`src/mnmd_pkg.sv`:
```
// Package for the mixed-number multiply/divide to decimal text block.
package mnmd_pkg;

  localparam int unsigned MAX_LEN_DEF = 64;
  localparam logic [6:0] RESULT_LENGTH_RESET = 7'd16;
  localparam logic [30:0] LIM31 = 31'h7FFF_FFFF;
  localparam logic [7:0] CHAR_MINUS = 8'h2D;
  localparam logic [7:0] CHAR_DOT = 8'h2E;
  localparam logic [7:0] CHAR_ZERO = 8'h30;
  localparam logic [7:0] CHAR_NUL = 8'h00;
  localparam logic CMD_MUL = 1'b0;
  localparam logic CMD_DIV = 1'b1;

  // Classified operation handed from the front part to the back part.
  typedef struct packed {
    logic        err;
    logic        neg;
    logic [30:0] n;
    logic [30:0] d;
  } op_t;

  typedef enum logic [1:0] {
    FS_IDLE, FS_IMP, FS_PROD, FS_PUSH
  } fstate_t;

  typedef enum logic [3:0] {
    BS_IDLE, BS_DIV, BS_DIG, BS_SIZE, BS_SIGN, BS_WHOLE, BS_DOT,
    BS_FRAC, BS_FDIV, BS_TERM, BS_ERR
  } bstate_t;

endpackage

```
`src/mnmd_queue.sv`:
```
// Two-entry queue between the front and back parts.
module mnmd_queue (
  input  logic          clk,
  input  logic          rst_n,
  input  logic          wr_valid,
  output logic          wr_ready,
  input  mnmd_pkg::op_t wr_data,
  output logic          rd_valid,
  input  logic          rd_ready,
  output mnmd_pkg::op_t rd_data
);

  mnmd_pkg::op_t mem_r [2];
  logic       wp_r, rp_r;
  logic [1:0] cnt_r;
  logic       do_wr, do_rd;

  assign wr_ready = cnt_r != 2'd2;
  assign rd_valid = cnt_r != 2'd0;
  assign rd_data = mem_r[rp_r];
  assign do_wr = wr_valid && wr_ready;
  assign do_rd = rd_valid && rd_ready;

  // Pointers and fill count.
  always_ff @(posedge clk) begin
    if (!rst_n) begin
      wp_r <= 1'b0;
      rp_r <= 1'b0;
      cnt_r <= 2'd0;
    end else begin
      if (do_wr) wp_r <= ~wp_r;
      if (do_rd) rp_r <= ~rp_r;
      cnt_r <= cnt_r + 2'(do_wr) - 2'(do_rd);
    end
  end

  // Storage.
  always_ff @(posedge clk) begin
    if (do_wr) mem_r[wp_r] <= wr_data;
  end

endmodule

```
`config.mk`:
```
export PLATFORM = sky130hd
export DESIGN_NAME = mnmd_queue
export DESIGN_NICKNAME = d
export VERILOG_FILES = /design/src/mnmd_pkg.sv /design/src/mnmd_queue.sv
export SDC_FILE = /design/constraint.sdc
export NUM_CORES = 1
export LEC_CHECK = 0
export BUFFER_PORTS_ARGS = -buffer_cell sky130_fd_sc_hd__buf_2
export CORE_UTILIZATION = 52
export DETAILED_ROUTE_END_ITERATION = 10
export PLACE_DENSITY = 0.79
export SYNTH_ARGS = -nofsm -noshare
export SYNTH_HDL_FRONTEND = slang
export SYNTH_SLANG_ARGS = --single-unit
```
`constraint.sdc`:
```
create_clock -name clk -period 5.31 [get_ports clk]
set_input_delay 1.062 -clock clk [delete_from_list [all_inputs] [get_ports clk]]
set_output_delay 1.062 -clock clk [all_outputs]
set_load 0.05 [all_outputs]
```
Word level (Yosys, flattened, before mapping)
Memories as Yosys holds them, arrays and structs flattened. A register that Yosys moved wholly into a read port is not among the register bits.
Cells that the tools add are included.
{"block": "op_classes", "add_sub_neg": 2, "n_eq_ne": 1, "muxes": 4, "bitwise_logic": 2, "reduce_logical": 3}
{"cell": "1-bit two-way mux", "n": 4}
{"cell": "2-bit by 1-bit adder with 2-bit output", "n": 1}
{"cell": "1-bit logical AND", "n": 2}
{"cell": "2-bit != test, second input constant", "n": 1}
{"cell": "1-bit NOT", "n": 2}
{"cell": "2-bit nonzero test", "n": 1}
{"cell": "2-bit by 1-bit subtractor with 2-bit output", "n": 1}
{"block": "word_totals", "regBits": 4, "ramBits": 128, "in_bits": 68, "output_inout_bits": 66, "wordCells": 16, "mem_count": 1}
{"name": "mem_r", "words": 2, "word_bits": 64, "rd": 1, "rd_ports_with_merged_regs": 1, "write_ports": 1, "line_no": "mnmd_queue.sv:13", "rtl": "mnmd_pkg::op_t mem_r [2];"}

Longest topological paths before layout
Gate-level depths: netlist (run 1).
{"block": "logic_depth", "ltp_word": 4, "mapped_depth": 8, "depth_no_buf": 8}

Worst setup path before layout (run 1)
OpenSTA, ideal clock, no wires.
{"block": "synth_timing", "path_kind": "input to register", "startpoint": "input port wr_valid", "endpoint": "memory mem_r[0][0] (netlist bit) (enable)", "arrival_time_ns": 3.857, "setup_slack_ns": 0.967, "path_stages": 2, "path_buffers": 0, "cell_sequence": "nand2_1 -> nor2_1"}
{"block": "synth_via", "elab_chain_len": 3}
{"item": "start: declaration", "line_no": "mnmd_queue.sv:5", "rtl": "input logic wr_valid,"}
{"item": "1-bit logical AND", "line_no": "mnmd_queue.sv:21", "rtl": "assign do_wr = wr_valid && wr_ready;"}
{"item": "1-bit two-way mux", "line_no": "mnmd_queue.sv:39", "rtl": "if (do_wr) mem_r[wp_r] <= wr_data;"}
{"item": "1-bit two-way mux (implied by the code)", "line_no": "mnmd_queue.sv:39"}
{"item": "end: declaration", "line_no": "mnmd_queue.sv:13"}
Every way passes these cells.

==> flow_results.xml, run 1 <==
<?xml version="1.0" encoding="UTF-8"?>
<metrics>
  <group name="run_status">
    <metric name="result_of_the_run" unit="">completed</metric>
  </group>
  <group name="min_path">
    <metric name="min-delay-path-class" unit="">reg -&gt; reg</metric>
    <metric name="hold_start" unit="">wp_r</metric>
    <metric name="min_delay_worst_endpoint" unit="">wp_r</metric>
    <metric name="hold-path-cell-count" unit="">2</metric>
  </group>
  <group name="global_routing">
    <metric name="grt_max_degree" unit="">65</metric>
    <metric name="grt_first_pass_wirelength" unit="mm">12.0</metric>
    <metric name="grt_ovf" unit="">0</metric>
    <metric name="grt_pass1_vias" unit="">2512</metric>
    <metric name="combined_global_route_utilization_of_all_metal_layers" unit="">0.162</metric>
    <metric name="antenna_violations_before_repair" unit="">0</metric>
  </group>
  <group name="synth">
    <metric name="synth-seq-cells" unit="">133</metric>
    <metric name="postSynthNetCount" unit="">293</metric>
    <metric name="count_leader_synth" unit="">edfxtp_1</metric>
    <metric name="synth-seq-area-share" unit="">0.765</metric>
    <metric name="netlist_area" unit="um^2">5150</metric>
    <metric name="synth_top_cells_by_count" unit="">edfxtp_1, mux2_4, buf_12</metric>
    <metric name="synth_async_sr_flop_share" unit="">0</metric>
    <metric name="post_synth.cell_area_avg" unit="um^2">23.1</metric>
    <metric name="synth_ff_type" unit="">edfxtp_1</metric>
    <metric name="synth_warnings" unit="">0</metric>
    <metric name="syn-instance-count" unit="">223</metric>
    <metric name="yosys.area.top_type" unit="">edfxtp_1</metric>
    <metric name="post_synth_num_cell_types" unit="">18</metric>
    <metric name="synthDominantCellAreaShare" unit="">0.746</metric>
    <metric name="synth_edf_count" unit="">128</metric>
    <metric name="dominant_cells_by_area_after_synthesis" unit="">edfxtp_1, mux2_4, buf_12</metric>
  </group>
  <group name="setup_path">
    <metric name="path_class" unit="">reg -&gt; out</metric>
    <metric name="worst-r2r-setup-slack" unit="ns">2.92</metric>
    <metric name="cp_data_arrival_time" unit="ns">2.32</metric>
    <metric name="cp_max_fo" unit="">64</metric>
    <metric name="crit-reg2reg-launch" unit="">cnt_r[0]</metric>
    <metric name="cell_chain_of_the_critical_path" unit="">mux2_2 -&gt; buf_2</metric>
    <metric name="crit_path_end_kind" unit="">output pin</metric>
    <metric name="r2r_cells" unit="">4</metric>
    <metric name="cp.required" unit="ns">4.25</metric>
    <metric name="biggest_cell_delay_along_the_critical_path" unit="ns">1.09</metric>
    <metric name="element_type_at_the_critical_path_start" unit="">register</metric>
    <metric name="rr_endpoint" unit="">mem_r[0][22]</metric>
    <metric name="max_stage_delay_cell_worst_path" unit="">dfxtp_4</metric>
  </group>
  <group name="route">
    <metric name="drc" unit="">0</metric>
    <metric name="post_drt_wl_per_cell" unit="um">15.7</metric>
    <metric name="routed_wirelength" unit="mm">8.05</metric>
    <metric name="dr.first_iter.drc_count" unit="">65</metric>
    <metric name="vias" unit="">2461</metric>
    <metric name="vias_per_cell" unit="">4.82</metric>
    <metric name="drt-pass1-iter-count" unit="">4</metric>
    <metric name="route.antenna.remaining_nets" unit="">0</metric>
  </group>
  <group name="cells_and_area">
    <metric name="n_antenna_cell" unit="">0</metric>
    <metric name="layoutNonFillerInstCount" unit="">511</metric>
    <metric name="final_layout_size_suffix_gt1_frac" unit="">0.607</metric>
    <metric name="post-route-cell-area" unit="um^2">6500</metric>
    <metric name="final_net_count" unit="">440</metric>
    <metric name="area.growth.synth_to_final" unit="%">26.1</metric>
  </group>
  <group name="run">
    <metric name="drv.max_cap_violation_count" unit="">0</metric>
  </group>
  <group name="clock_tree">
    <metric name="cts_buffer_depth" unit="">2</metric>
    <metric name="cts_tree" unit="">done</metric>
    <metric name="htreeDepth" unit="">4</metric>
    <metric name="clock_sinks" unit="">133</metric>
    <metric name="tritoncts.num_buffers" unit="">17</metric>
    <metric name="post_cts_buffers" unit="">0</metric>
    <metric name="cts_root_buffer" unit="">clkbuf_8</metric>
    <metric name="clk_pin_slew_worst_paths" unit="ns">0.06</metric>
    <metric name="post_cts_resized" unit="">0</metric>
    <metric name="post_cts_hold_buffer_count" unit="">0</metric>
    <metric name="worst_skew_pair.late_latency" unit="ns">0.49</metric>
  </group>
  <group name="timing">
    <metric name="tightest_slew" unit="ns">1.18</metric>
    <metric name="timing.fmax" unit="GHz">0.295</metric>
    <metric name="grt_setup_unrepaired" unit="">no</metric>
    <metric name="finalCritPeriodShare" unit="">0.638</metric>
    <metric name="setup_total_negative_slack" unit="ns">0</metric>
    <metric name="timing.final.setup_violations" unit="">0</metric>
    <metric name="hold_violations" unit="">0</metric>
    <metric name="post-route-min-period" unit="ns">3.39</metric>
    <metric name="remaining_max_slew_budget_at_the_tightest_pin" unit="">0.216</metric>
    <metric name="slew_viol_final" unit="">0</metric>
    <metric name="fin_worst_skew" unit="ns">0.0108</metric>
    <metric name="finalWorstSetupSlack" unit="ns">1.92</metric>
  </group>
  <group name="placement">
    <metric name="gp_congestion" unit="">0.659</metric>
    <metric name="dpl_cell_area" unit="um^2">5880</metric>
    <metric name="place_hpwl" unit="mm">5.16</metric>
    <metric name="dp_cells" unit="">480</metric>
    <metric name="dp_worst_setup_slack" unit="ns">2.30</metric>
    <metric name="place.port_buffers" unit="">133</metric>
  </group>
  <group name="floorplan">
    <metric name="floorplan.initialDensity" unit="">0.548</metric>
    <metric name="design.die.area" unit="um^2">10300</metric>
    <metric name="die_extent_in_y" unit="um">102</metric>
    <metric name="design.portCount" unit="">134</metric>
    <metric name="fp.dieW" unit="um">102</metric>
    <metric name="num_rows" unit="">35</metric>
    <metric name="coreArea" unit="um^2">9420</metric>
  </group>
  <group name="power_and_ir_drop">
    <metric name="maximum_vdd_drop" unit="uV">471</metric>
    <metric name="power.leakage" unit="nW">2.58</metric>
    <metric name="cellPowerDensity" unit="nW/um^2">585</metric>
  </group>
</metrics>
==> report_power, final <==
group          switching [mW]  internal [mW]  total, mW
sequential              0.122           1.32       1.44
clock                   0.406          0.804       1.21
combinational           0.753          0.399       1.15
==> cell usage in the layout (no fill, tap or decap), types with 2 or more instances in the layout <==
master,instances
buf_2,133
dfxtp_1,4
ha_1,2
buf_4,2
clkinv_1,2
edfxtp_1,128
bufinv_16,5
nor2b_1,2
xnor2_1,3
clkinvlp_4,2
mux2_2,4
clkinv_4,2
clkinv_2,2
mux2_4,60
nand2_1,2
nand2b_1,2
and2_1,2
clkbuf_16,16
==> flip-flops by register name, summed over array words and instances, names as in the netlist, named ones only <==
register  flops
cnt_r         2
mem_r       128
rp_r          1
wp_r          1
==> logic make-up after synthesis <==
logic type / synth area share
AND/OR/NAND/NOR: 0.0119
adder cells (fa/ha/maj): 0.00485
flip-flops: 0.765
multiplexers: 0.185
XOR/XNOR: 0.00510
AO/OA/AOI/OAI: 0.00146
buffers and inverters: 0.0262
==> layer usage <==
layer	vias to the layer above	track usage	routed length [um]
li1	1165	-	-
met5	-	0	0
met1	1189	0.184	3320
met4	0	0.0736	101
met3	9	0.0559	560
met2	98	0.275	4070
==> critical path, delay by kind of cell (launching register included) <==
| family | cells | cell delay (ns) |
|---|---|---|
| DFF | 1 | 1.09 |
| buffers and inverters | 1 | 0.21 |
| muxes | 1 | 0.43 |
==> worst max path at each step <==
stage	start	endpoint	slack [ns]
after floorplan	wr_valid	mem_r[0][0]	0.97
after global placement	wr_valid	mem_r[0][5]	2.33
after detailed placement	wr_valid	mem_r[0][5]	2.30
after CTS	register	rd_data[1]	1.90
after global routing	register	rd_data[1]	1.83
final	register	rd_data[1]	1.92
==> final cells by class <==
type | count | area (um^2)
Clock inverter | 14 | 209
Fill cell | 594 | 2910
Sequential cell | 133 | 3950
Clock buffer | 17 | 414
Inverter | 1 | 3.75
Timing Repair Buffer | 135 | 681
Multi-Input combinational cell | 82 | 1080
Tap cell | 129 | 161
==> per-stage QoR <==
stage | utilization | power (mW) | hold WS (ns)
5_1_grt | 0.690 | 3.95 | 0.583
6_report | 0.690 | 3.81 | 0.558
4_1_cts | 0.690 | 3.84 | 0.563
3_3_place_gp | 0.624 | 2.61 | 0.500
3_5_place_dp | 0.624 | 2.63 | 0.552
2_1_floorplan | - | 2.46 | 0.455
(Power assumes the default switching activity.)
==> run 2, diff against run 1 <==
CORE_UTILIZATION = 47   (was 52)
PLACE_DENSITY = 0.75   (was 0.79)
clock period = 3.1 ns   (was 5.31 ns; I/O delays follow)
==> flow_results.xml, run 2 (synthesized netlist as in run 1, its figures left out) <==
<?xml version="1.0" encoding="UTF-8"?>
<metrics>
  <group name="cells_and_area">
    <metric name="number_of_flip_flops_in_the_largest_register" unit="">128</metric>
    <metric name="largestRegisters" unit="">mem_r x128, cnt_r x2</metric>
    <metric name="final_common_cell" unit="">buf_2</metric>
    <metric name="n_antenna_cell" unit="">0</metric>
    <metric name="final_layout_size_suffix_gt1_frac" unit="">0.611</metric>
    <metric name="largest_register" unit="">mem_r</metric>
    <metric name="postLayoutCoreUtil" unit="">0.625</metric>
    <metric name="final_cell_mix" unit="">buf_2, edfxtp_1, mux2_4</metric>
    <metric name="area.growth.synth_to_final" unit="%">26.9</metric>
    <metric name="final_net_count" unit="">444</metric>
  </group>
  <group name="power_and_ir_drop">
    <metric name="internal_power" unit="mW">4.26</metric>
    <metric name="net-switching-power" unit="mW">2.21</metric>
    <metric name="seq_power_share" unit="">0.366</metric>
    <metric name="comb_power_share" unit="">0.325</metric>
    <metric name="maximum_vdd_drop" unit="uV">641</metric>
    <metric name="power.leakage" unit="nW">2.59</metric>
    <metric name="cellPowerDensity" unit="nW/um^2">989</metric>
    <metric name="power.share.switching" unit="">0.342</metric>
    <metric name="p_clk_frac" unit="">0.309</metric>
  </group>
  <group name="setup_path">
    <metric name="path_class" unit="">reg -&gt; out</metric>
    <metric name="cp_data_arrival_time" unit="ns">2.04</metric>
    <metric name="element_type_at_the_critical_path_start" unit="">register</metric>
    <metric name="cp_max_fo" unit="">19</metric>
    <metric name="crit_path_end_kind" unit="">output pin</metric>
    <metric name="crit-reg2reg-launch" unit="">cnt_r[0]</metric>
    <metric name="cp.required" unit="ns">2.48</metric>
  </group>
  <group name="route">
    <metric name="vias_per_cell" unit="">4.85</metric>
    <metric name="drt-pass1-iter-count" unit="">4</metric>
    <metric name="dr.first_iter.drc_count" unit="">91</metric>
    <metric name="post_drt_wl_per_cell" unit="um">16.2</metric>
    <metric name="routed_wirelength" unit="mm">8.45</metric>
    <metric name="vias" unit="">2534</metric>
    <metric name="drc" unit="">0</metric>
    <metric name="route.antenna.remaining_nets" unit="">0</metric>
  </group>
  <group name="timing">
    <metric name="remaining_max_slew_budget_at_the_tightest_pin" unit="">0.676</metric>
    <metric name="timing.final.setup_violations" unit="">0</metric>
    <metric name="hold_violations" unit="">0</metric>
    <metric name="post-route-min-period" unit="ns">2.66</metric>
    <metric name="grt_setup_unrepaired" unit="">no</metric>
    <metric name="timing.fmax" unit="GHz">0.377</metric>
    <metric name="slew_viol_final" unit="">0</metric>
    <metric name="tightest_slew" unit="ns">0.486</metric>
    <metric name="fin_worst_skew" unit="ns">0.00836</metric>
    <metric name="finalCritPeriodShare" unit="">0.856</metric>
    <metric name="setup_total_negative_slack" unit="ns">0</metric>
  </group>
  <group name="run">
    <metric name="drv.max_cap_violation_count" unit="">0</metric>
  </group>
  <group name="global_routing">
    <metric name="grt_ovf" unit="">0</metric>
    <metric name="grt_pass1_vias" unit="">2635</metric>
    <metric name="combined_global_route_utilization_of_all_metal_layers" unit="">0.154</metric>
    <metric name="grt_max_degree" unit="">36</metric>
    <metric name="grt_first_pass_wirelength" unit="mm">12.7</metric>
    <metric name="antenna_violations_before_repair" unit="">0</metric>
  </group>
  <group name="clock_tree">
    <metric name="post_cts_hold_buffer_count" unit="">0</metric>
    <metric name="worst_skew_pair.late_latency" unit="ns">0.50</metric>
    <metric name="post_cts_resized" unit="">0</metric>
    <metric name="cts_tree" unit="">done</metric>
    <metric name="tritoncts.num_buffers" unit="">17</metric>
    <metric name="post_cts_buffers" unit="">0</metric>
    <metric name="clk_pin_slew_worst_paths" unit="ns">0.06</metric>
    <metric name="cts_buffer_depth" unit="">2</metric>
    <metric name="cts_root_buffer" unit="">clkbuf_8</metric>
    <metric name="clock_sinks" unit="">133</metric>
    <metric name="htreeDepth" unit="">4</metric>
  </group>
  <group name="floorplan">
    <metric name="floorplan.initialDensity" unit="">0.493</metric>
    <metric name="num_rows" unit="">37</metric>
    <metric name="coreArea" unit="um^2">10500</metric>
    <metric name="fp.dieW" unit="um">107</metric>
    <metric name="design.portCount" unit="">134</metric>
    <metric name="design.die.area" unit="um^2">11400</metric>
    <metric name="die_extent_in_y" unit="um">107</metric>
  </group>
  <group name="run_status">
    <metric name="result_of_the_run" unit="">completed</metric>
  </group>
  <group name="min_path">
    <metric name="min-delay-path-class" unit="">in -&gt; reg</metric>
    <metric name="hold_start" unit="">wr_data[18]</metric>
  </group>
  <group name="placement">
    <metric name="place_hpwl" unit="mm">5.73</metric>
    <metric name="place.port_buffers" unit="">133</metric>
    <metric name="gp_congestion" unit="">0.695</metric>
  </group>
</metrics>
==> run 2: cell count changes in the layout (fill, tap and decap cells not counted), sizes merged <==
cell      previous run  this run
clkinvlp             2         3
bufinv               5         4
clkinv               6         5
buf                135       139
clkbuf              17        18
==> run 2: final cells by class <==
cell class | instances | area (um^2)
Clock buffer | 18 | 418
Clock inverter | 13 | 183
Fill cell | 786 | 3920
Inverter | 1 | 3.75
Multi-Input combinational cell | 82 | 1080
Sequential cell | 133 | 3950
Tap cell | 136 | 170
Timing Repair Buffer | 139 | 736
==> run 2: worst paths after layout <==
| kind | end | slack (ns) | cells after the start |
|---|---|---|---|
| hold / removal | mem_r[0][18] | 0.30 | 1 |
| hold reg to reg | wp_r | 0.52 | 2 |
| setup / recovery | rd_data[7] | 0.44 | 3 |
| setup reg to reg | cnt_r[1] | 1.37 | 8 |
==> run 2: power by group through the flow <==
stage	clock network, mW	logic (mW)	registers [mW]
detailed placement	0	2.12	2.41
global route	2.12	2.20	2.39
finish	2.00	2.10	2.37
CTS	2.04	2.13	2.37
global placement	0	2.10	2.40
floorplan	0	1.85	2.35
==> run 2: per-layer routing <==
layer | up-vias | global-route usage | share of wire
met1 | 1229 | 0.195 | 0.42
li1 | 1180 | - | -
met2 | 113 | 0.245 | 0.49
met5 | - | 0 | 0
met4 | 0 | 0.0734 | 0.013
met3 | 12 | 0.0444 | 0.075
==> run 2: through the flow <==
stage | setup WS [ns] | power [mW] | hold slack, ns | std cells | cell area [um^2]
floorplan | 0.213 | 4.20 | 0.488 | 223 | 5160
global placement | 0.981 | 4.50 | 0.509 | 491 | 5940
detailed placement | 0.948 | 4.53 | 0.520 | 491 | 5940
CTS | 0.400 | 6.54 | 0.275 | 522 | 6540
global route | 0.352 | 6.71 | 0.274 | 522 | 6540
finish | 0.445 | 6.47 | 0.296 | 522 | 6540
==> run 2: critical path, cell delays in order, from the launching register on <==
cell     delay, ns
dfxtp_4       0.54
buf_4         0.42
mux2_4        0.34
buf_2         0.21
==> run 3, diff against run 2 <==
REMOVE_ABC_BUFFERS = 1   (was unset)
==> flow_results.xml, run 3 (synthesized netlist as in run 1, its figures left out) <==
<?xml version="1.0" encoding="UTF-8"?>
<metrics>
  <group name="run_status">
    <metric name="result_of_the_run" unit="">completed</metric>
  </group>
  <group name="floorplan">
    <metric name="floorplan.initialDensity" unit="">0.493</metric>
    <metric name="design.portCount" unit="">134</metric>
    <metric name="num_rows" unit="">37</metric>
    <metric name="design.die.area" unit="um^2">11400</metric>
    <metric name="die_extent_in_y" unit="um">107</metric>
    <metric name="fp.dieW" unit="um">107</metric>
    <metric name="coreArea" unit="um^2">10500</metric>
  </group>
  <group name="global_routing">
    <metric name="grt_ovf" unit="">0</metric>
    <metric name="grt_max_degree" unit="">65</metric>
    <metric name="grt_first_pass_wirelength" unit="mm">12.8</metric>
    <metric name="antenna_violations_before_repair" unit="">0</metric>
    <metric name="grt_pass1_vias" unit="">2576</metric>
    <metric name="combined_global_route_utilization_of_all_metal_layers" unit="">0.157</metric>
  </group>
  <group name="clock_tree">
    <metric name="clock_sinks" unit="">133</metric>
    <metric name="post_cts_buffers" unit="">0</metric>
    <metric name="post_cts_resized" unit="">0</metric>
    <metric name="tritoncts.num_buffers" unit="">17</metric>
    <metric name="clk_pin_slew_worst_paths" unit="ns">0.06</metric>
    <metric name="worst_skew_pair.late_latency" unit="ns">0.51</metric>
    <metric name="htreeDepth" unit="">4</metric>
    <metric name="cts_tree" unit="">done</metric>
    <metric name="post_cts_hold_buffer_count" unit="">0</metric>
    <metric name="cts_buffer_depth" unit="">2</metric>
    <metric name="cts_root_buffer" unit="">clkbuf_8</metric>
  </group>
  <group name="route">
    <metric name="routed_wirelength" unit="mm">8.53</metric>
    <metric name="drc" unit="">0</metric>
    <metric name="dr.first_iter.drc_count" unit="">103</metric>
    <metric name="vias" unit="">2532</metric>
    <metric name="drt-pass1-iter-count" unit="">4</metric>
    <metric name="route.antenna.remaining_nets" unit="">0</metric>
    <metric name="vias_per_cell" unit="">4.86</metric>
    <metric name="met2_wirelength" unit="mm">4.22</metric>
    <metric name="post_drt_wl_per_cell" unit="um">16.4</metric>
    <metric name="route.top_layer_used" unit="">met4</metric>
    <metric name="m1WireLength" unit="mm">3.50</metric>
    <metric name="met3_length" unit="um">642</metric>
  </group>
  <group name="cells_and_area">
    <metric name="final_layout_size_suffix_gt1_frac" unit="">0.607</metric>
    <metric name="multiInputGateArea" unit="um^2">1090</metric>
    <metric name="number_of_flip_flops_in_the_largest_register" unit="">128</metric>
    <metric name="layoutNonFillerInstCount" unit="">521</metric>
    <metric name="final_net_count" unit="">442</metric>
    <metric name="final_cell_mix" unit="">buf_2, edfxtp_1, mux2_4</metric>
    <metric name="final_common_cell" unit="">buf_2</metric>
    <metric name="fillers" unit="">766</metric>
    <metric name="layout.area.seq" unit="um^2">3950</metric>
    <metric name="postLayoutCoreUtil" unit="">0.624</metric>
    <metric name="area.growth.synth_to_final" unit="%">26.7</metric>
    <metric name="largest_register" unit="">mem_r</metric>
    <metric name="largestRegisters" unit="">mem_r x128, cnt_r x2</metric>
    <metric name="post-route-cell-area" unit="um^2">6530</metric>
  </group>
  <group name="setup_path">
    <metric name="crit_path_end_kind" unit="">output pin</metric>
    <metric name="cp_max_fo" unit="">31</metric>
    <metric name="element_type_at_the_critical_path_start" unit="">register</metric>
    <metric name="path_class" unit="">reg -&gt; out</metric>
    <metric name="crit-reg2reg-launch" unit="">cnt_r[0]</metric>
    <metric name="cp.required" unit="ns">2.48</metric>
    <metric name="cp_data_arrival_time" unit="ns">2.07</metric>
  </group>
  <group name="timing">
    <metric name="grt_setup_unrepaired" unit="">no</metric>
    <metric name="finalCritPeriodShare" unit="">0.869</metric>
    <metric name="hold_violations" unit="">0</metric>
    <metric name="fin_worst_skew" unit="ns">0.00655</metric>
    <metric name="timing.fmax" unit="GHz">0.371</metric>
    <metric name="tightest_slew" unit="ns">0.894</metric>
    <metric name="holdWs" unit="ns">0.293</metric>
    <metric name="slew_viol_final" unit="">0</metric>
    <metric name="timing.final.setup_violations" unit="">0</metric>
    <metric name="post-route-min-period" unit="ns">2.69</metric>
    <metric name="remaining_max_slew_budget_at_the_tightest_pin" unit="">0.404</metric>
  </group>
  <group name="placement">
    <metric name="dpl_cell_area" unit="um^2">5930</metric>
    <metric name="place.port_buffers" unit="">133</metric>
    <metric name="gp_congestion" unit="">0.716</metric>
    <metric name="dp_cells" unit="">489</metric>
    <metric name="place_hpwl" unit="mm">5.52</metric>
  </group>
  <group name="min_path">
    <metric name="hold_start" unit="">wr_data[32]</metric>
    <metric name="min-delay-path-class" unit="">in -&gt; reg</metric>
  </group>
  <group name="power_and_ir_drop">
    <metric name="power.leakage" unit="nW">2.57</metric>
    <metric name="cellPowerDensity" unit="nW/um^2">992</metric>
    <metric name="maximum_vdd_drop" unit="uV">444</metric>
  </group>
  <group name="run">
    <metric name="drv.max_cap_violation_count" unit="">0</metric>
  </group>
</metrics>
## run 3: final timing paths
path,cells after the start,endpoint,slack [ns]
setup reg to reg,2,mem_r[1][5],1.37
hold reg to reg,2,wp_r,0.53
hold / removal,1,mem_r[1][32],0.29
setup / recovery,3,rd_data[9],0.41
## run 3: power breakdown
group | total [mW] | internal [mW] | switching [mW]
clock | 2.01 | 1.29 | 0.715
combinational | 2.07 | 0.696 | 1.37
sequential | 2.40 | 2.26 | 0.140
## run 3: final cells by class
cell class / count / area share
repair buffers: 137 / 0.110
diodes: 1 / 0.000383
clock inverters: 14 / 0.0282
inverters: 1 / 0.000575
multi-input cells: 82 / 0.167
clock buffers: 17 / 0.0634
flip-flops and latches: 133 / 0.604
well taps: 136 / 0.0261
## run 3: metal layers
layer	track usage	up-vias
met5	0	-
met4	0.0851	0
met3	0.0559	15
met2	0.257	100
met1	0.179	1239
li1	-	1178
## run 3: through the flow
step           setup TNS, ns  worst slack, ns  power, mW
3_3_place_gp               0            0.929       4.50
2_1_floorplan        -105.09            -1.09       4.15
4_1_cts                    0            0.346       6.55
5_1_grt                    0            0.320       6.72
3_5_place_dp               0            0.916       4.53
6_report                   0            0.406       6.48
## run 3: critical path, cell delays in order, from the launching register on
cell	delay [ns]
dfxtp_4	0.74
buf_12	0.28
mux2_4	0.32
buf_2	0.21
